File: config.mk
export PLATFORM = sky130hd
export DESIGN_NAME = abnf_token_lexer_unit
export DESIGN_NICKNAME = d
export VERILOG_FILES = /design/src/rtl/abnf_lex_pkg.sv /design/src/rtl/abnf_lex_front.sv /design/src/rtl/abnf_lex_queue.sv /design/src/rtl/abnf_lex_back.sv /design/src/rtl/abnf_token_lexer_unit.sv
export SDC_FILE = /design/constraint.sdc
export NUM_CORES = 2
export LEC_CHECK = 0
export BUFFER_PORTS_ARGS = -buffer_cell sky130_fd_sc_hd__buf_2
export CELL_PAD_IN_SITES_DETAIL_PLACEMENT = 1
export CELL_PAD_IN_SITES_GLOBAL_PLACEMENT = 1
export CORE_MARGIN = 2
export CORE_UTILIZATION = 50
export DETAILED_ROUTE_END_ITERATION = 10
export PLACE_DENSITY = 0.82
export SLEW_MARGIN = 20
export SYNTH_ARGS = -nofsm -noshare
export SYNTH_HDL_FRONTEND = slang
export SYNTH_SLANG_ARGS = --single-unit
File: constraint.sdc
create_clock -name clk -period 33.1 [get_ports clk]
set_input_delay 1.655 -clock clk [delete_from_list [all_inputs] [get_ports clk]]
set_output_delay 1.655 -clock clk [all_outputs]
set_load 0.1 [all_outputs]
File: src/rtl/abnf_lex_pkg.sv
// Shared types, codes and helper functions for the ABNF token lexer.
// No dependencies; used by every module of the block.
package abnf_lex_pkg;

	// Defaults for the top-level parameters
	localparam int HASH_MODULUS_DEF = 1023;
	localparam int DEPTH_BITS_DEF   = 8;

	// Depth of the bundle queue between front and back
	localparam int QDEPTH = 2;

	// Token types
	localparam logic [4:0] TT_ERROR    = 5'd0;
	localparam logic [4:0] TT_COMMENT  = 5'd1;
	localparam logic [4:0] TT_RULEDEF  = 5'd2;
	localparam logic [4:0] TT_AMEND    = 5'd3;
	localparam logic [4:0] TT_HEXMODE  = 5'd4;
	localparam logic [4:0] TT_BINMODE  = 5'd5;
	localparam logic [4:0] TT_DECMODE  = 5'd6;
	localparam logic [4:0] TT_SLASH    = 5'd7;
	localparam logic [4:0] TT_STAR     = 5'd8;
	localparam logic [4:0] TT_LPAREN   = 5'd9;
	localparam logic [4:0] TT_RPAREN   = 5'd10;
	localparam logic [4:0] TT_LBRACKET = 5'd11;
	localparam logic [4:0] TT_RBRACKET = 5'd12;
	localparam logic [4:0] TT_DASH     = 5'd13;
	localparam logic [4:0] TT_DOT      = 5'd14;
	localparam logic [4:0] TT_NUMBER   = 5'd15;
	localparam logic [4:0] TT_HEXNUM   = 5'd16;
	localparam logic [4:0] TT_QUOTED   = 5'd17;
	localparam logic [4:0] TT_PROSE    = 5'd18;
	localparam logic [4:0] TT_RULENAME = 5'd19;
	localparam logic [4:0] TT_LINEEND  = 5'd20;

	// Error codes
	localparam logic [2:0] ERR_NONE    = 3'd0;
	localparam logic [2:0] ERR_LITERAL = 3'd1;
	localparam logic [2:0] ERR_QUOTE   = 3'd2;
	localparam logic [2:0] ERR_ANGLE   = 3'd3;
	localparam logic [2:0] ERR_CHAR    = 3'd4;
	localparam logic [2:0] ERR_PAREN   = 3'd5;
	localparam logic [2:0] ERR_BRACKET = 3'd6;

	// One result beat (last is added by the back end)
	typedef struct packed {
		logic [4:0]  token_type;
		logic [2:0]  error_code;
		logic [15:0] line_number;
		logic [15:0] column;
		logic [15:0] token_length;
		logic [9:0]  rule_hash;
		logic        text_done;
	} lex_res_t;

	// All results caused by one input beat
	typedef struct packed {
		logic [2:0]         count;
		lex_res_t [3:0]     res;
	} lex_bundle_t;

	function automatic logic [15:0] inc16(input logic [15:0] v);
		return (v == 16'hFFFF) ? v : v + 16'd1;
	endfunction

	function automatic logic is_digit(input logic [7:0] c);
		return (c >= "0") && (c <= "9");
	endfunction

	function automatic logic is_alpha(input logic [7:0] c);
		return ((c >= "a") && (c <= "z")) || ((c >= "A") && (c <= "Z"));
	endfunction

	function automatic logic is_xdigit(input logic [7:0] c);
		return is_digit(c) || ((c >= "a") && (c <= "f")) || ((c >= "A") && (c <= "F"));
	endfunction

	function automatic logic [7:0] fold8(input logic [7:0] c);
		return ((c >= "A") && (c <= "Z")) ? c + 8'd32 : c;
	endfunction

	// Append one result to a bundle; drops beyond four
	function automatic lex_bundle_t add_res(
		input lex_bundle_t b,
		input logic [4:0]  ttype,
		input logic [2:0]  err,
		input logic [15:0] line,
		input logic [15:0] col,
		input logic [15:0] len,
		input logic [9:0]  hash,
		input logic        done
	);
		lex_bundle_t o;
		o = b;
		if (b.count < 3'd4) begin
			o.res[b.count[1:0]].token_type   = ttype;
			o.res[b.count[1:0]].error_code   = err;
			o.res[b.count[1:0]].line_number  = line;
			o.res[b.count[1:0]].column       = col;
			o.res[b.count[1:0]].token_length = len;
			o.res[b.count[1:0]].rule_hash    = hash;
			o.res[b.count[1:0]].text_done    = done;
			o.count = b.count + 3'd1;
		end
		return o;
	endfunction

endpackage

File: src/rtl/abnf_lex_front.sv
// Front end of the ABNF token lexer: classifies each byte, keeps the lexer
// state and builds the bundle of results for that byte. Uses abnf_lex_pkg.
module abnf_lex_front #(
	parameter int HASH_MODULUS = abnf_lex_pkg::HASH_MODULUS_DEF,
	parameter int DEPTH_BITS   = abnf_lex_pkg::DEPTH_BITS_DEF
) (
	input  logic                      clk,
	input  logic                      arst_n,
	input  logic                      acc,
	input  logic [7:0]                text_byte,
	input  logic                      end_of_text,
	output abnf_lex_pkg::lex_bundle_t bundle,
	output logic                      bundle_push
);

	localparam int HW = $clog2(HASH_MODULUS);
	localparam int EW = HW + 5;
	localparam logic [EW-1:0] M1 = EW'(HASH_MODULUS);
	localparam logic [EW-1:0] M2 = M1 << 1;
	localparam logic [EW-1:0] M4 = M1 << 2;
	localparam logic [EW-1:0] M8 = M1 << 3;
	localparam logic [HW-1:0] POW13 = HW'(13 % HASH_MODULUS);
	localparam logic [DEPTH_BITS-1:0] DMAX = {DEPTH_BITS{1'b1}};

	localparam logic [7:0] CH_TAB = 8'h09;
	localparam logic [7:0] CH_LF  = 8'h0A;
	localparam logic [7:0] CH_CR  = 8'h0D;

	typedef enum logic [3:0] {
		PK_NONE, PK_CR, PK_EQ, PK_PCT, PK_COMMENT,
		PK_QUOTED, PK_PROSE, PK_NUMBER, PK_HEX, PK_NAME
	} pend_t;

	// Folded byte value reduced by the modulus, one entry per byte
	function automatic logic [256*HW-1:0] build_fold_tbl();
		logic [256*HW-1:0] t;
		int f;
		t = '0;
		for (int i = 0; i < 256; i++) begin
			f = ((i >= 65) && (i <= 90)) ? i + 32 : i;
			t[i*HW +: HW] = HW'(f % HASH_MODULUS);
		end
		return t;
	endfunction

	localparam logic [256*HW-1:0] FOLD_TBL = build_fold_tbl();

	// x * 13, widened
	function automatic logic [EW-1:0] mul13(input logic [HW-1:0] x);
		return (EW'(x) << 3) + (EW'(x) << 2) + EW'(x);
	endfunction

	// Reduce a value below 16*modulus
	function automatic logic [HW-1:0] red16(input logic [EW-1:0] v);
		logic [EW-1:0] t;
		t = v;
		if (t >= M8) t = t - M8;
		if (t >= M4) t = t - M4;
		if (t >= M2) t = t - M2;
		if (t >= M1) t = t - M1;
		return t[HW-1:0];
	endfunction

	// Sum of two residues, reduced
	function automatic logic [HW-1:0] add_mod(input logic [HW-1:0] a, input logic [HW-1:0] b);
		logic [HW:0] s;
		s = (HW+1)'(a) + (HW+1)'(b);
		if (s >= (HW+1)'(HASH_MODULUS)) s = s - (HW+1)'(HASH_MODULUS);
		return s[HW-1:0];
	endfunction

	pend_t                  pend_q, v_pend;
	logic                   hex_q, v_hex;
	logic [15:0]            line_q, v_line;
	logic [15:0]            col_q, v_col;
	logic [15:0]            start_q, v_start;
	logic [15:0]            len_q, v_len;
	logic [HW-1:0]          sum_q, v_sum;
	logic [HW-1:0]          pow_q, v_pow;
	logic [HW-1:0]          term_q, v_term;
	logic [DEPTH_BITS-1:0]  paren_q, v_paren;
	logic [DEPTH_BITS-1:0]  brack_q, v_brack;
	logic                   err_q, v_err;

	abnf_lex_pkg::lex_bundle_t bun;
	logic [7:0]    b;
	logic [7:0]    bf;
	logic [HW-1:0] fold_mod;
	logic [9:0]    name_hash;
	logic          go_fresh;
	logic          skip;
	logic [4:0]    single;
	logic [4:0]    pct_type;

	assign b         = text_byte;
	assign bf        = abnf_lex_pkg::fold8(text_byte);
	assign fold_mod  = FOLD_TBL[text_byte*HW +: HW];
	assign name_hash = 10'(add_mod(term_q, sum_q));

	// Next state and result bundle for the byte on the input
	always_comb begin
		v_pend   = pend_q;
		v_hex    = hex_q;
		v_line   = line_q;
		v_col    = col_q;
		v_start  = start_q;
		v_len    = len_q;
		v_sum    = sum_q;
		v_pow    = pow_q;
		v_term   = term_q;
		v_paren  = paren_q;
		v_brack  = brack_q;
		v_err    = err_q;
		bun      = '0;
		go_fresh = 1'b0;
		skip     = 1'b0;
		single   = 5'd0;
		pct_type = 5'd0;

		if (end_of_text) begin
			// flush pending token
			if (!v_err) begin
				unique case (pend_q)
					PK_CR: begin
						bun = abnf_lex_pkg::add_res(bun, abnf_lex_pkg::TT_LINEEND,
							abnf_lex_pkg::ERR_NONE, v_line, start_q, 16'd1, 10'd0, 1'b0);
						v_line = abnf_lex_pkg::inc16(v_line);
						v_col  = 16'd0;
					end
					PK_EQ: begin
						bun = abnf_lex_pkg::add_res(bun, abnf_lex_pkg::TT_RULEDEF,
							abnf_lex_pkg::ERR_NONE, v_line, start_q, 16'd1, 10'd0, 1'b0);
						if (paren_q != '0 || brack_q != '0) begin
							bun = abnf_lex_pkg::add_res(bun, abnf_lex_pkg::TT_ERROR,
								(paren_q != '0) ? abnf_lex_pkg::ERR_PAREN
								: abnf_lex_pkg::ERR_BRACKET,
								v_line, start_q, 16'd0, 10'd0, 1'b0);
							v_err = 1'b1;
						end
					end
					PK_PCT: begin
						bun = abnf_lex_pkg::add_res(bun, abnf_lex_pkg::TT_ERROR,
							abnf_lex_pkg::ERR_LITERAL, v_line, start_q, 16'd0, 10'd0, 1'b0);
						v_err = 1'b1;
					end
					PK_QUOTED: begin
						bun = abnf_lex_pkg::add_res(bun, abnf_lex_pkg::TT_ERROR,
							abnf_lex_pkg::ERR_QUOTE, v_line, start_q, 16'd0, 10'd0, 1'b0);
						v_err = 1'b1;
					end
					PK_PROSE: begin
						bun = abnf_lex_pkg::add_res(bun, abnf_lex_pkg::TT_ERROR,
							abnf_lex_pkg::ERR_ANGLE, v_line, start_q, 16'd0, 10'd0, 1'b0);
						v_err = 1'b1;
					end
					PK_COMMENT: bun = abnf_lex_pkg::add_res(bun, abnf_lex_pkg::TT_COMMENT,
						abnf_lex_pkg::ERR_NONE, v_line, start_q, len_q, 10'd0, 1'b0);
					PK_NUMBER: bun = abnf_lex_pkg::add_res(bun, abnf_lex_pkg::TT_NUMBER,
						abnf_lex_pkg::ERR_NONE, v_line, start_q, len_q, 10'd0, 1'b0);
					PK_HEX: bun = abnf_lex_pkg::add_res(bun, abnf_lex_pkg::TT_HEXNUM,
						abnf_lex_pkg::ERR_NONE, v_line, start_q, len_q, 10'd0, 1'b0);
					PK_NAME: bun = abnf_lex_pkg::add_res(bun, abnf_lex_pkg::TT_RULENAME,
						abnf_lex_pkg::ERR_NONE, v_line, start_q, len_q, name_hash, 1'b0);
					default: ;
				endcase
			end
			// leftover nesting
			if (!v_err) begin
				if (paren_q != '0)
					bun = abnf_lex_pkg::add_res(bun, abnf_lex_pkg::TT_ERROR,
						abnf_lex_pkg::ERR_PAREN, v_line, v_col, 16'd0, 10'd0, 1'b0);
				if (brack_q != '0)
					bun = abnf_lex_pkg::add_res(bun, abnf_lex_pkg::TT_ERROR,
						abnf_lex_pkg::ERR_BRACKET, v_line, v_col, 16'd0, 10'd0, 1'b0);
			end
			bun = abnf_lex_pkg::add_res(bun, abnf_lex_pkg::TT_ERROR,
				abnf_lex_pkg::ERR_NONE, v_line, v_col, 16'd0, 10'd0, 1'b1);
			// back to reset state
			v_pend  = PK_NONE;
			v_hex   = 1'b0;
			v_line  = 16'd1;
			v_col   = 16'd0;
			v_start = 16'd0;
			v_len   = 16'd0;
			v_sum   = '0;
			v_pow   = HW'(1);
			v_term  = '0;
			v_paren = '0;
			v_brack = '0;
			v_err   = 1'b0;
		end else if (!err_q) begin
			// continue or close the pending token
			unique case (pend_q)
				PK_CR: begin
					bun = abnf_lex_pkg::add_res(bun, abnf_lex_pkg::TT_LINEEND,
						abnf_lex_pkg::ERR_NONE, v_line, start_q,
						(b == CH_LF) ? 16'd2 : 16'd1, 10'd0, 1'b0);
					v_line = abnf_lex_pkg::inc16(v_line);
					v_col  = 16'd0;
					v_hex  = 1'b0;
					v_pend = PK_NONE;
					go_fresh = (b != CH_LF);
				end
				PK_EQ: begin
					v_pend = PK_NONE;
					v_hex  = 1'b0;
					bun = abnf_lex_pkg::add_res(bun,
						(b == "/") ? abnf_lex_pkg::TT_AMEND : abnf_lex_pkg::TT_RULEDEF,
						abnf_lex_pkg::ERR_NONE, v_line, start_q,
						(b == "/") ? 16'd2 : 16'd1, 10'd0, 1'b0);
					if (paren_q != '0 || brack_q != '0) begin
						bun = abnf_lex_pkg::add_res(bun, abnf_lex_pkg::TT_ERROR,
							(paren_q != '0) ? abnf_lex_pkg::ERR_PAREN
							: abnf_lex_pkg::ERR_BRACKET,
							v_line, start_q, 16'd0, 10'd0, 1'b0);
						v_err = 1'b1;
					end
					if (b == "/")
						v_col = abnf_lex_pkg::inc16(col_q);
					else
						go_fresh = !v_err;
				end
				PK_PCT: begin
					v_pend = PK_NONE;
					if (bf == "x")      pct_type = abnf_lex_pkg::TT_HEXMODE;
					else if (bf == "b") pct_type = abnf_lex_pkg::TT_BINMODE;
					else if (bf == "d") pct_type = abnf_lex_pkg::TT_DECMODE;
					if (pct_type == 5'd0) begin
						bun = abnf_lex_pkg::add_res(bun, abnf_lex_pkg::TT_ERROR,
							abnf_lex_pkg::ERR_LITERAL, v_line, start_q, 16'd0, 10'd0, 1'b0);
						v_err = 1'b1;
					end else begin
						bun = abnf_lex_pkg::add_res(bun, pct_type,
							abnf_lex_pkg::ERR_NONE, v_line, start_q, 16'd2, 10'd0, 1'b0);
						v_hex = (pct_type == abnf_lex_pkg::TT_HEXMODE);
						v_col = abnf_lex_pkg::inc16(col_q);
					end
				end
				PK_COMMENT: begin
					if (b != CH_LF && b != CH_CR) begin
						v_len = abnf_lex_pkg::inc16(len_q);
						v_col = abnf_lex_pkg::inc16(col_q);
					end else begin
						bun = abnf_lex_pkg::add_res(bun, abnf_lex_pkg::TT_COMMENT,
							abnf_lex_pkg::ERR_NONE, v_line, start_q, len_q, 10'd0, 1'b0);
						v_pend = PK_NONE;
						go_fresh = 1'b1;
					end
				end
				PK_QUOTED, PK_PROSE: begin
					v_len = abnf_lex_pkg::inc16(len_q);
					v_col = abnf_lex_pkg::inc16(col_q);
					if ((pend_q == PK_QUOTED && b == "\"") || (pend_q == PK_PROSE && b == ">")) begin
						bun = abnf_lex_pkg::add_res(bun,
							(pend_q == PK_QUOTED) ? abnf_lex_pkg::TT_QUOTED
							: abnf_lex_pkg::TT_PROSE,
							abnf_lex_pkg::ERR_NONE, v_line, start_q, v_len, 10'd0, 1'b0);
						v_pend = PK_NONE;
					end
				end
				PK_NUMBER: begin
					if (abnf_lex_pkg::is_digit(b)) begin
						v_len = abnf_lex_pkg::inc16(len_q);
						v_col = abnf_lex_pkg::inc16(col_q);
					end else begin
						bun = abnf_lex_pkg::add_res(bun, abnf_lex_pkg::TT_NUMBER,
							abnf_lex_pkg::ERR_NONE, v_line, start_q, len_q, 10'd0, 1'b0);
						v_pend = PK_NONE;
						go_fresh = 1'b1;
					end
				end
				PK_HEX: begin
					if (abnf_lex_pkg::is_xdigit(b)) begin
						v_len = abnf_lex_pkg::inc16(len_q);
						v_col = abnf_lex_pkg::inc16(col_q);
					end else begin
						bun = abnf_lex_pkg::add_res(bun, abnf_lex_pkg::TT_HEXNUM,
							abnf_lex_pkg::ERR_NONE, v_line, start_q, len_q, 10'd0, 1'b0);
						v_pend = PK_NONE;
						go_fresh = 1'b1;
					end
				end
				PK_NAME: begin
					if (abnf_lex_pkg::is_alpha(b) || abnf_lex_pkg::is_digit(b) || b == "-") begin
						// running hash: sum*13+c, power*13, len*power
						v_sum = red16(mul13(sum_q) + EW'(fold_mod));
						v_pow = red16(mul13(pow_q));
						if (len_q == 16'hFFFF)
							v_term = red16(mul13(term_q));
						else
							v_term = red16(mul13(add_mod(term_q, pow_q)));
						v_len = abnf_lex_pkg::inc16(len_q);
						v_col = abnf_lex_pkg::inc16(col_q);
					end else begin
						bun = abnf_lex_pkg::add_res(bun, abnf_lex_pkg::TT_RULENAME,
							abnf_lex_pkg::ERR_NONE, v_line, start_q, len_q, name_hash, 1'b0);
						v_pend = PK_NONE;
						go_fresh = 1'b1;
					end
				end
				default: begin
					v_pend = PK_NONE;
					go_fresh = 1'b1;
				end
			endcase

			// byte starts a new token
			if (go_fresh) begin
				v_start = v_col;
				v_len   = 16'd1;
				unique case (b)
					" ", CH_TAB: v_hex = 1'b0;
					CH_CR: v_pend = PK_CR;
					CH_LF: begin
						bun = abnf_lex_pkg::add_res(bun, abnf_lex_pkg::TT_LINEEND,
							abnf_lex_pkg::ERR_NONE, v_line, v_col, 16'd1, 10'd0, 1'b0);
						v_line = abnf_lex_pkg::inc16(v_line);
						v_col  = 16'd0;
						v_hex  = 1'b0;
						v_pend = PK_NONE;
						skip   = 1'b1;
					end
					";": begin
						v_pend = PK_COMMENT;
						v_hex  = 1'b0;
					end
					"/": single = abnf_lex_pkg::TT_SLASH;
					"*": single = abnf_lex_pkg::TT_STAR;
					"(": single = abnf_lex_pkg::TT_LPAREN;
					")": single = abnf_lex_pkg::TT_RPAREN;
					"[": single = abnf_lex_pkg::TT_LBRACKET;
					"]": single = abnf_lex_pkg::TT_RBRACKET;
					"-": single = abnf_lex_pkg::TT_DASH;
					".": single = abnf_lex_pkg::TT_DOT;
					"=": v_pend = PK_EQ;
					"%": v_pend = PK_PCT;
					"\"": begin
						v_pend = PK_QUOTED;
						v_hex  = 1'b0;
					end
					"<": begin
						v_pend = PK_PROSE;
						v_hex  = 1'b0;
					end
					default: begin
						if (v_hex && abnf_lex_pkg::is_xdigit(b)) begin
							v_pend = PK_HEX;
						end else if (abnf_lex_pkg::is_digit(b)) begin
							v_pend = PK_NUMBER;
							v_hex  = 1'b0;
						end else if (abnf_lex_pkg::is_alpha(b)) begin
							v_pend = PK_NAME;
							v_hex  = 1'b0;
							v_sum  = fold_mod;
							v_pow  = POW13;
							v_term = POW13;
						end else begin
							bun = abnf_lex_pkg::add_res(bun, abnf_lex_pkg::TT_ERROR,
								abnf_lex_pkg::ERR_CHAR, v_line, v_col, 16'd0, 10'd0, 1'b0);
							v_err  = 1'b1;
							v_pend = PK_NONE;
							skip   = 1'b1;
						end
					end
				endcase

				// one-byte tokens and nesting
				if (single != 5'd0) begin
					bun = abnf_lex_pkg::add_res(bun, single, abnf_lex_pkg::ERR_NONE,
						v_line, v_col, 16'd1, 10'd0, 1'b0);
					if (single != abnf_lex_pkg::TT_DASH && single != abnf_lex_pkg::TT_DOT)
						v_hex = 1'b0;
					if (single == abnf_lex_pkg::TT_LPAREN) begin
						if (paren_q != DMAX) v_paren = paren_q + 1'b1;
					end else if (single == abnf_lex_pkg::TT_LBRACKET) begin
						if (brack_q != DMAX) v_brack = brack_q + 1'b1;
					end else if (single == abnf_lex_pkg::TT_RPAREN) begin
						if (paren_q == '0) begin
							bun = abnf_lex_pkg::add_res(bun, abnf_lex_pkg::TT_ERROR,
								abnf_lex_pkg::ERR_PAREN, v_line, v_col, 16'd0, 10'd0, 1'b0);
							v_err = 1'b1;
							skip  = 1'b1;
						end else begin
							v_paren = paren_q - 1'b1;
						end
					end else if (single == abnf_lex_pkg::TT_RBRACKET) begin
						if (brack_q == '0) begin
							bun = abnf_lex_pkg::add_res(bun, abnf_lex_pkg::TT_ERROR,
								abnf_lex_pkg::ERR_BRACKET, v_line, v_col, 16'd0, 10'd0, 1'b0);
							v_err = 1'b1;
							skip  = 1'b1;
						end else begin
							v_brack = brack_q - 1'b1;
						end
					end
				end
				if (!skip)
					v_col = abnf_lex_pkg::inc16(v_col);
			end
		end
	end

	assign bundle      = bun;
	assign bundle_push = acc && (bun.count != 3'd0);

	// Lexer state, updated on each accepted beat
	always_ff @(posedge clk or negedge arst_n) begin
		if (!arst_n) begin
			pend_q  <= PK_NONE;
			hex_q   <= 1'b0;
			line_q  <= 16'd1;
			col_q   <= 16'd0;
			start_q <= 16'd0;
			len_q   <= 16'd0;
			sum_q   <= '0;
			pow_q   <= HW'(1);
			term_q  <= '0;
			paren_q <= '0;
			brack_q <= '0;
			err_q   <= 1'b0;
		end else if (acc) begin
			pend_q  <= v_pend;
			hex_q   <= v_hex;
			line_q  <= v_line;
			col_q   <= v_col;
			start_q <= v_start;
			len_q   <= v_len;
			sum_q   <= v_sum;
			pow_q   <= v_pow;
			term_q  <= v_term;
			paren_q <= v_paren;
			brack_q <= v_brack;
			err_q   <= v_err;
		end
	end

	// End of text always yields results and leaves the reset state
	a_eot_push: assert property (@(posedge clk) disable iff (!arst_n)
		(acc && end_of_text) |-> bundle_push)
		else $error("end of text produced no results");
	a_eot_reset: assert property (@(posedge clk) disable iff (!arst_n)
		(acc && end_of_text) |=> (!err_q && pend_q == PK_NONE && line_q == 16'd1
			&& paren_q == '0 && brack_q == '0))
		else $error("state not cleared after end of text");
	a_err_quiet: assert property (@(posedge clk) disable iff (!arst_n)
		(acc && err_q && !end_of_text) |-> !bundle_push)
		else $error("results after a latched error");

endmodule

File: src/rtl/abnf_lex_queue.sv
// Short bundle queue between the lexer front and back ends.
// Uses abnf_lex_pkg for the bundle type and depth.
module abnf_lex_queue (
	input  logic                      clk,
	input  logic                      arst_n,
	input  logic                      push,
	input  abnf_lex_pkg::lex_bundle_t wdata,
	output logic                      full,
	output logic                      rvalid,
	output abnf_lex_pkg::lex_bundle_t rdata,
	input  logic                      pop
);

	localparam int PW = (abnf_lex_pkg::QDEPTH > 1) ? $clog2(abnf_lex_pkg::QDEPTH) : 1;
	localparam int CW = $clog2(abnf_lex_pkg::QDEPTH + 1);
	localparam logic [PW-1:0] PLAST = PW'(abnf_lex_pkg::QDEPTH - 1);
	localparam logic [CW-1:0] CFULL = CW'(abnf_lex_pkg::QDEPTH);

	abnf_lex_pkg::lex_bundle_t mem_q [abnf_lex_pkg::QDEPTH];
	logic [PW-1:0] wptr_q, rptr_q;
	logic [CW-1:0] cnt_q;
	logic          do_push, do_pop;

	assign full    = (cnt_q == CFULL);
	assign rvalid  = (cnt_q != '0);
	assign rdata   = mem_q[rptr_q];
	assign do_push = push && !full;
	assign do_pop  = pop && rvalid;

	// Storage
	always_ff @(posedge clk) begin
		if (do_push) mem_q[wptr_q] <= wdata;
	end

	// Pointers and fill count
	always_ff @(posedge clk or negedge arst_n) begin
		if (!arst_n) begin
			wptr_q <= '0;
			rptr_q <= '0;
			cnt_q  <= '0;
		end else begin
			if (do_push) wptr_q <= (wptr_q == PLAST) ? '0 : wptr_q + 1'b1;
			if (do_pop)  rptr_q <= (rptr_q == PLAST) ? '0 : rptr_q + 1'b1;
			if (do_push && !do_pop)      cnt_q <= cnt_q + 1'b1;
			else if (do_pop && !do_push) cnt_q <= cnt_q - 1'b1;
		end
	end

	a_no_overflow: assert property (@(posedge clk) disable iff (!arst_n)
		push |-> !full)
		else $error("bundle pushed into a full queue");

endmodule

File: src/rtl/abnf_lex_back.sv
// Back end of the ABNF token lexer: takes bundles from the queue and hands
// out their results one beat at a time. Uses abnf_lex_pkg.
module abnf_lex_back (
	input  logic                      clk,
	input  logic                      arst_n,
	input  logic                      rvalid,
	input  abnf_lex_pkg::lex_bundle_t rdata,
	output logic                      rpop,
	output logic                      empty,
	input  logic                      pop,
	output abnf_lex_pkg::lex_res_t    cur,
	output logic                      last
);

	abnf_lex_pkg::lex_bundle_t hold_q;
	logic [1:0] idx_q;
	logic       valid_q;
	logic       is_last;
	logic       load;

	assign is_last = ({1'b0, idx_q} == (hold_q.count - 3'd1));
	assign load    = rvalid && (!valid_q || (pop && is_last));
	assign rpop    = load;
	assign empty   = !valid_q;
	assign cur     = hold_q.res[idx_q];
	assign last    = is_last;

	// Bundle being drained
	always_ff @(posedge clk) begin
		if (load) hold_q <= rdata;
	end

	// Drain position
	always_ff @(posedge clk or negedge arst_n) begin
		if (!arst_n) begin
			valid_q <= 1'b0;
			idx_q   <= 2'd0;
		end else if (load) begin
			valid_q <= 1'b1;
			idx_q   <= 2'd0;
		end else if (pop && valid_q) begin
			if (is_last) valid_q <= 1'b0;
			else         idx_q   <= idx_q + 2'd1;
		end
	end

	a_hold_sane: assert property (@(posedge clk) disable iff (!arst_n)
		valid_q |-> (hold_q.count != 3'd0 && hold_q.count <= 3'd4
			&& {1'b0, idx_q} < hold_q.count))
		else $error("drain index outside the held bundle");

endmodule

File: src/rtl/abnf_token_lexer_unit.sv
// ABNF token lexer, top level.
// Channels: input queue side (push/full) carries text_byte and end_of_text;
// result queue side (empty/pop) carries one token or error per beat.
// Each accepted byte yields zero to three results; end of text yields the
// flushed token, any nesting errors and a final done result (up to four).
// The last result caused by one input beat has last set.
// A result is written into the queue and then loaded into the back-end
// hold register before it is on the ports, and can be popped from there.
// Throughput: one byte per cycle while each byte gives at most one result;
// and results are popped as they come; a byte giving several results holds
// the result side until all are popped, and the two-bundle queue between
// front and back absorbs it. full rises only when that queue is full, so a
// stalled receiver backs up through the queue into full; nothing is dropped.
// Reset (arst_n low) clears the lexer state to line 1, column 0, no token
// pending, and empties the queue and the result stage.
// Rule-name hash is kept with 13x multiply-and-reduce steps on its sum, power and length term for each name byte.
// Uses abnf_lex_pkg, abnf_lex_front, abnf_lex_queue, abnf_lex_back.
module abnf_token_lexer_unit #(
	parameter int HASH_MODULUS = abnf_lex_pkg::HASH_MODULUS_DEF,
	parameter int DEPTH_BITS   = abnf_lex_pkg::DEPTH_BITS_DEF
) (
	input  logic        clk,
	input  logic        arst_n,
	input  logic        push,
	output logic        full,
	input  logic [7:0]  text_byte,
	input  logic        end_of_text,
	output logic        empty,
	input  logic        pop,
	output logic [4:0]  token_type,
	output logic [2:0]  error_code,
	output logic [15:0] line_number,
	output logic [15:0] column,
	output logic [15:0] token_length,
	output logic [9:0]  rule_hash,
	output logic        text_done,
	output logic        last
);

	abnf_lex_pkg::lex_bundle_t fr_bundle, q_rdata;
	abnf_lex_pkg::lex_res_t    cur;
	logic fr_push, q_full, q_rvalid, q_pop, acc;

	assign acc  = push && !q_full;
	assign full = q_full;

	abnf_lex_front #(
		.HASH_MODULUS (HASH_MODULUS),
		.DEPTH_BITS   (DEPTH_BITS)
	) u_front (
		.clk         (clk),
		.arst_n      (arst_n),
		.acc         (acc),
		.text_byte   (text_byte),
		.end_of_text (end_of_text),
		.bundle      (fr_bundle),
		.bundle_push (fr_push)
	);

	abnf_lex_queue u_queue (
		.clk    (clk),
		.arst_n (arst_n),
		.push   (fr_push),
		.wdata  (fr_bundle),
		.full   (q_full),
		.rvalid (q_rvalid),
		.rdata  (q_rdata),
		.pop    (q_pop)
	);

	abnf_lex_back u_back (
		.clk    (clk),
		.arst_n (arst_n),
		.rvalid (q_rvalid),
		.rdata  (q_rdata),
		.rpop   (q_pop),
		.empty  (empty),
		.pop    (pop),
		.cur    (cur),
		.last   (last)
	);

	assign token_type   = cur.token_type;
	assign error_code   = cur.error_code;
	assign line_number  = cur.line_number;
	assign column       = cur.column;
	assign token_length = cur.token_length;
	assign rule_hash    = cur.rule_hash;
	assign text_done    = cur.text_done;

endmodule
==> reports/metrics.yaml <==
pwr:
  p_int_w: 0.002813
  power_frac_seq_pct: 26.4
  power_density_nw_per_um2: 108.1
  power.switching_w: 0.002750
  comb_power_share_pct: 56.9
  power_frac_clock_pct: 16.8
  power.leakage_nw: 18.32
  p_total_w: 0.005563
  p_sw_share_pct: 49.43
  ir_drop_mv: 0.1150
worst_setup_path:
  criticalPathCategory: "flop to flop"
  r2r_end: "u_front.term_q[8]"
  slowest_stage: "dfrtp_1"
  crit_end: "u_front.term_q[8]"
  crit_path_end_kind: "flop"
  reg2reg_from: "u_front.term_q[1]"
  critPathArrivalTime_ns: 13.70
  cp_max_fo: 15
  worstPathRequired_ns: 33.61
  cp_slowest_stage_delay_ns: 0.72
  start_kind: "flop"
  reg2reg_slack_ns: 19.91
  crit_path_start: "u_front.term_q[1]"
  reg2reg_depth: 45
cells_and_area:
  syn2layout_area_growth_pct: 9.085
  final_core_utilization_pct: 55.07
  n_antenna_cell: 0
  final_cell_area_sq_um: 51470
  final_cells: 5992
  layout_common_cells: "588 x edfxtp_1, 412 x nand2_1, 390 x nor2_1"
  layout-drive-gt1-share_pct: 13.34
  final_nets: 4865
  final_common_cell: "edfxtp_1"
  fill_cells: 10234
timing:
  rsz0062_at_grt: "false"
  tns_ns: 0
  skew_ns: 0.03254
  max_freq_mhz: 75.83
  report.final.slew_viol_count: 0
  worst_pin_slew_ns: 1.182
  min_period_over_period_pct: 39.84
  relSlewSlack_pct: 21.03
  period_minus_slack_ns: 13.19
  setup_violations: 0
  hold_violations: 0
die:
  die_h_microns: 311.2
  die_area_sq_um: 96840
  core_area_sq_um: 93470
  start_util_pct: 50.48
  io_pins: 83
  row_count: 112
  die_w_microns: 311.2
drt:
  firstDrtPassIters: 6
  drt_wl_total_microns: 154700
  wl_per_cell_microns: 25.82
  vias: 40445
  drcViolationCount: 0
  drt_iter0_drc: 3718
  antenna_left: 0
  routed_via_density: 6.750
yosys:
  synth-seq-cells: 711
  ys.flop_type: "edfxtp_1"
  synth-edff-count: 588
  synth_fp_nets: 4902
  async_flop_share_pct: 17.30
  avgSynthCellArea_sq_um: 10.02
  ys_types: 131
  yosysWarningCount: 0
  ys_seq_area_share_pct: 43.95
  netlist_area_sq_um: 47180
  netlist_instances: 4709
clocking:
  clock-root-buffer: "clkbuf_16"
  cts_max_level: 3
  cts_tree: "built"
  cts_buffers: 79
  clk_pin_slew_ns: 0.06
  clockBufferDepth: 3
  cts.sinks: 711
  ctsResizeCount: 0
  postCtsHoldBufs: 0
  postCtsSetupRepairBufs: 0
  clkLatencyLatePin_ns: 0.65
status:
  status: "completed"
grt:
  use_met2_pct: 52.44
  met1_usage_pct: 39.90
  grt_antenna_before_repair: 6
  grtUsageTotal_pct: 31.21
  grt_pass1_wl_microns: 241700
  first_global_vias: 41401
  grt_max_degree: 153
  grt_overflow: 0
  use_met3_pct: 4.719
  grt-busiest-layer: "met2"
placement:
  post-dp-hpwl_microns: 105400
  placedCellCount: 5845
  placed_area_sq_um: 48740
  finalWeightedCongestion: 0.9313
  portBuffers: 82
run:
  cap_violations: 0
hold_path:
  hold_class: "flop to flop"
[worst max-delay path, delay by kind of cell (launching register included)]
family | cells | cell delay [ns]
buffers and inverters | 4 | 0.87
muxes | 1 | 0.30
adders and majority gates | 7 | 2.33
DFF | 1 | 0.72
and+or+nand+nor | 18 | 4.78
AOI/OAI and AO/OA | 9 | 2.14
xor gates and xnor gates | 6 | 1.87
[registers in the layout (all words and copies together), names as in the netlist, 2 cells and up]
| name | cells |
|---|---|
| u_front.sum_q | 10 |
| u_queue.cnt_q | 2 |
| u_front.term_q | 10 |
| u_queue.mem_q | 392 |
| u_front.len_q | 16 |
| u_front.col_q | 16 |
| u_front.pend_q | 4 |
| u_front.paren_q | 8 |
| u_back.idx_q | 2 |
| u_front.brack_q | 8 |
| u_front.pow_q | 10 |
| u_back.hold_q | 196 |
| u_front.start_q | 16 |
| u_front.line_q | 16 |
[power by group through the flow]
stage               Combinational, W  Clock [W]  Sequential [W]
floorplan                    0.00231          0         0.00148
global placement             0.00299          0         0.00145
detailed placement           0.00307          0         0.00148
CTS                          0.00310   0.000940         0.00146
global route                 0.00336   0.000973         0.00149
finish                       0.00316   0.000932         0.00147
[worst min-delay path by stage]
| stage | from | to | slack (ns) | cells past startpoint |
|---|---|---|---|---|
| after floorplan | u_queue.wptr_q | u_queue.wptr_q | 0.46 | 1 |
| after global placement | u_queue.cnt_q[1] | u_queue.cnt_q[1] | 0.48 | 1 |
| after detailed placement | u_queue.cnt_q[1] | u_queue.cnt_q[1] | 0.49 | 1 |
| after CTS | u_queue.cnt_q[1] | u_queue.cnt_q[1] | 0.52 | 1 |
| after global routing | u_queue.cnt_q[1] | u_queue.cnt_q[1] | 0.53 | 1 |
| final | u_queue.cnt_q[1] | u_queue.cnt_q[1] | 0.51 | 1 |
[final cells by class]
class,count,area (sq um),share of cell area (%)
Multi-Input combinational cell,3590,24990,48.55
Clock inverter,50,625.6,1.215
Tap cell,1254,1569,3.048
Inverter,147,551.8,1.072
Timing Repair Buffer,143,912.1,1.772
Sequential cell,711,20750,40.31
Clock buffer,97,2076,4.033
[routing by layer]
| layer | vias up | share of wire [%] |
|---|---|---|
| met2 | 1870 | 48 |
| met4 | 12 | 4.9 |
| met3 | 519 | 6.9 |
| met1 | 20147 | 40 |
| li1 | 17897 | - |
| met5 | - | 0.062 |
[Yosys cell counts, drive strengths merged, types with 31 or more instances]
cell | count | area share (%)
a22o | 35 | 0.65
dfrtp | 121 | 6.4
o31ai | 51 | 0.83
and3 | 60 | 0.80
a31oi | 112 | 1.5
o22ai | 170 | 2.3
a22oi | 40 | 0.64
o211ai | 34 | 0.57
nor2 | 396 | 3.2
xnor2 | 201 | 3.7
a211oi | 33 | 0.55
xor2 | 61 | 1.2
edfxtp | 588 | 37
clkbuf | 220 | 1.8
buf | 41 | 0.41
a21o | 57 | 0.92
a21oi | 278 | 2.9
inv | 145 | 1.2
and2 | 78 | 1.0
nor2b | 36 | 0.48
o21ai | 253 | 2.7
ha | 163 | 4.3
mux4 | 42 | 2.0
mux2 | 217 | 5.2
nand2 | 413 | 3.3
o21bai | 39 | 0.63
nand4 | 34 | 0.45
nand3 | 133 | 1.4
nor4 | 44 | 0.63
nor3 | 134 | 1.5
mux2i | 37 | 0.80
nand2b | 31 | 0.41
[cells by family (layout without fill, tap and decap cells)]
family	after synthesis	after routing	synth area share (%)
buf+inv	408	437	3.336
fa+ha+maj	180	180	5.044
xor+xnor	263	263	4.959
compound gates	1370	1370	19.55
mux	296	296	7.992
flops	711	711	43.95
simple gates	1481	1481	15.17
[stage by stage]
step                worst slack [ns]  hold slack, ns
finish                         19.91          0.5132
global route                   18.96          0.5266
CTS                            20.07          0.5171
detailed placement             20.14          0.4936
global placement               20.60          0.4826
floorplan                      12.32          0.4563
Note: power is estimated with default switching activity, not from simulation.
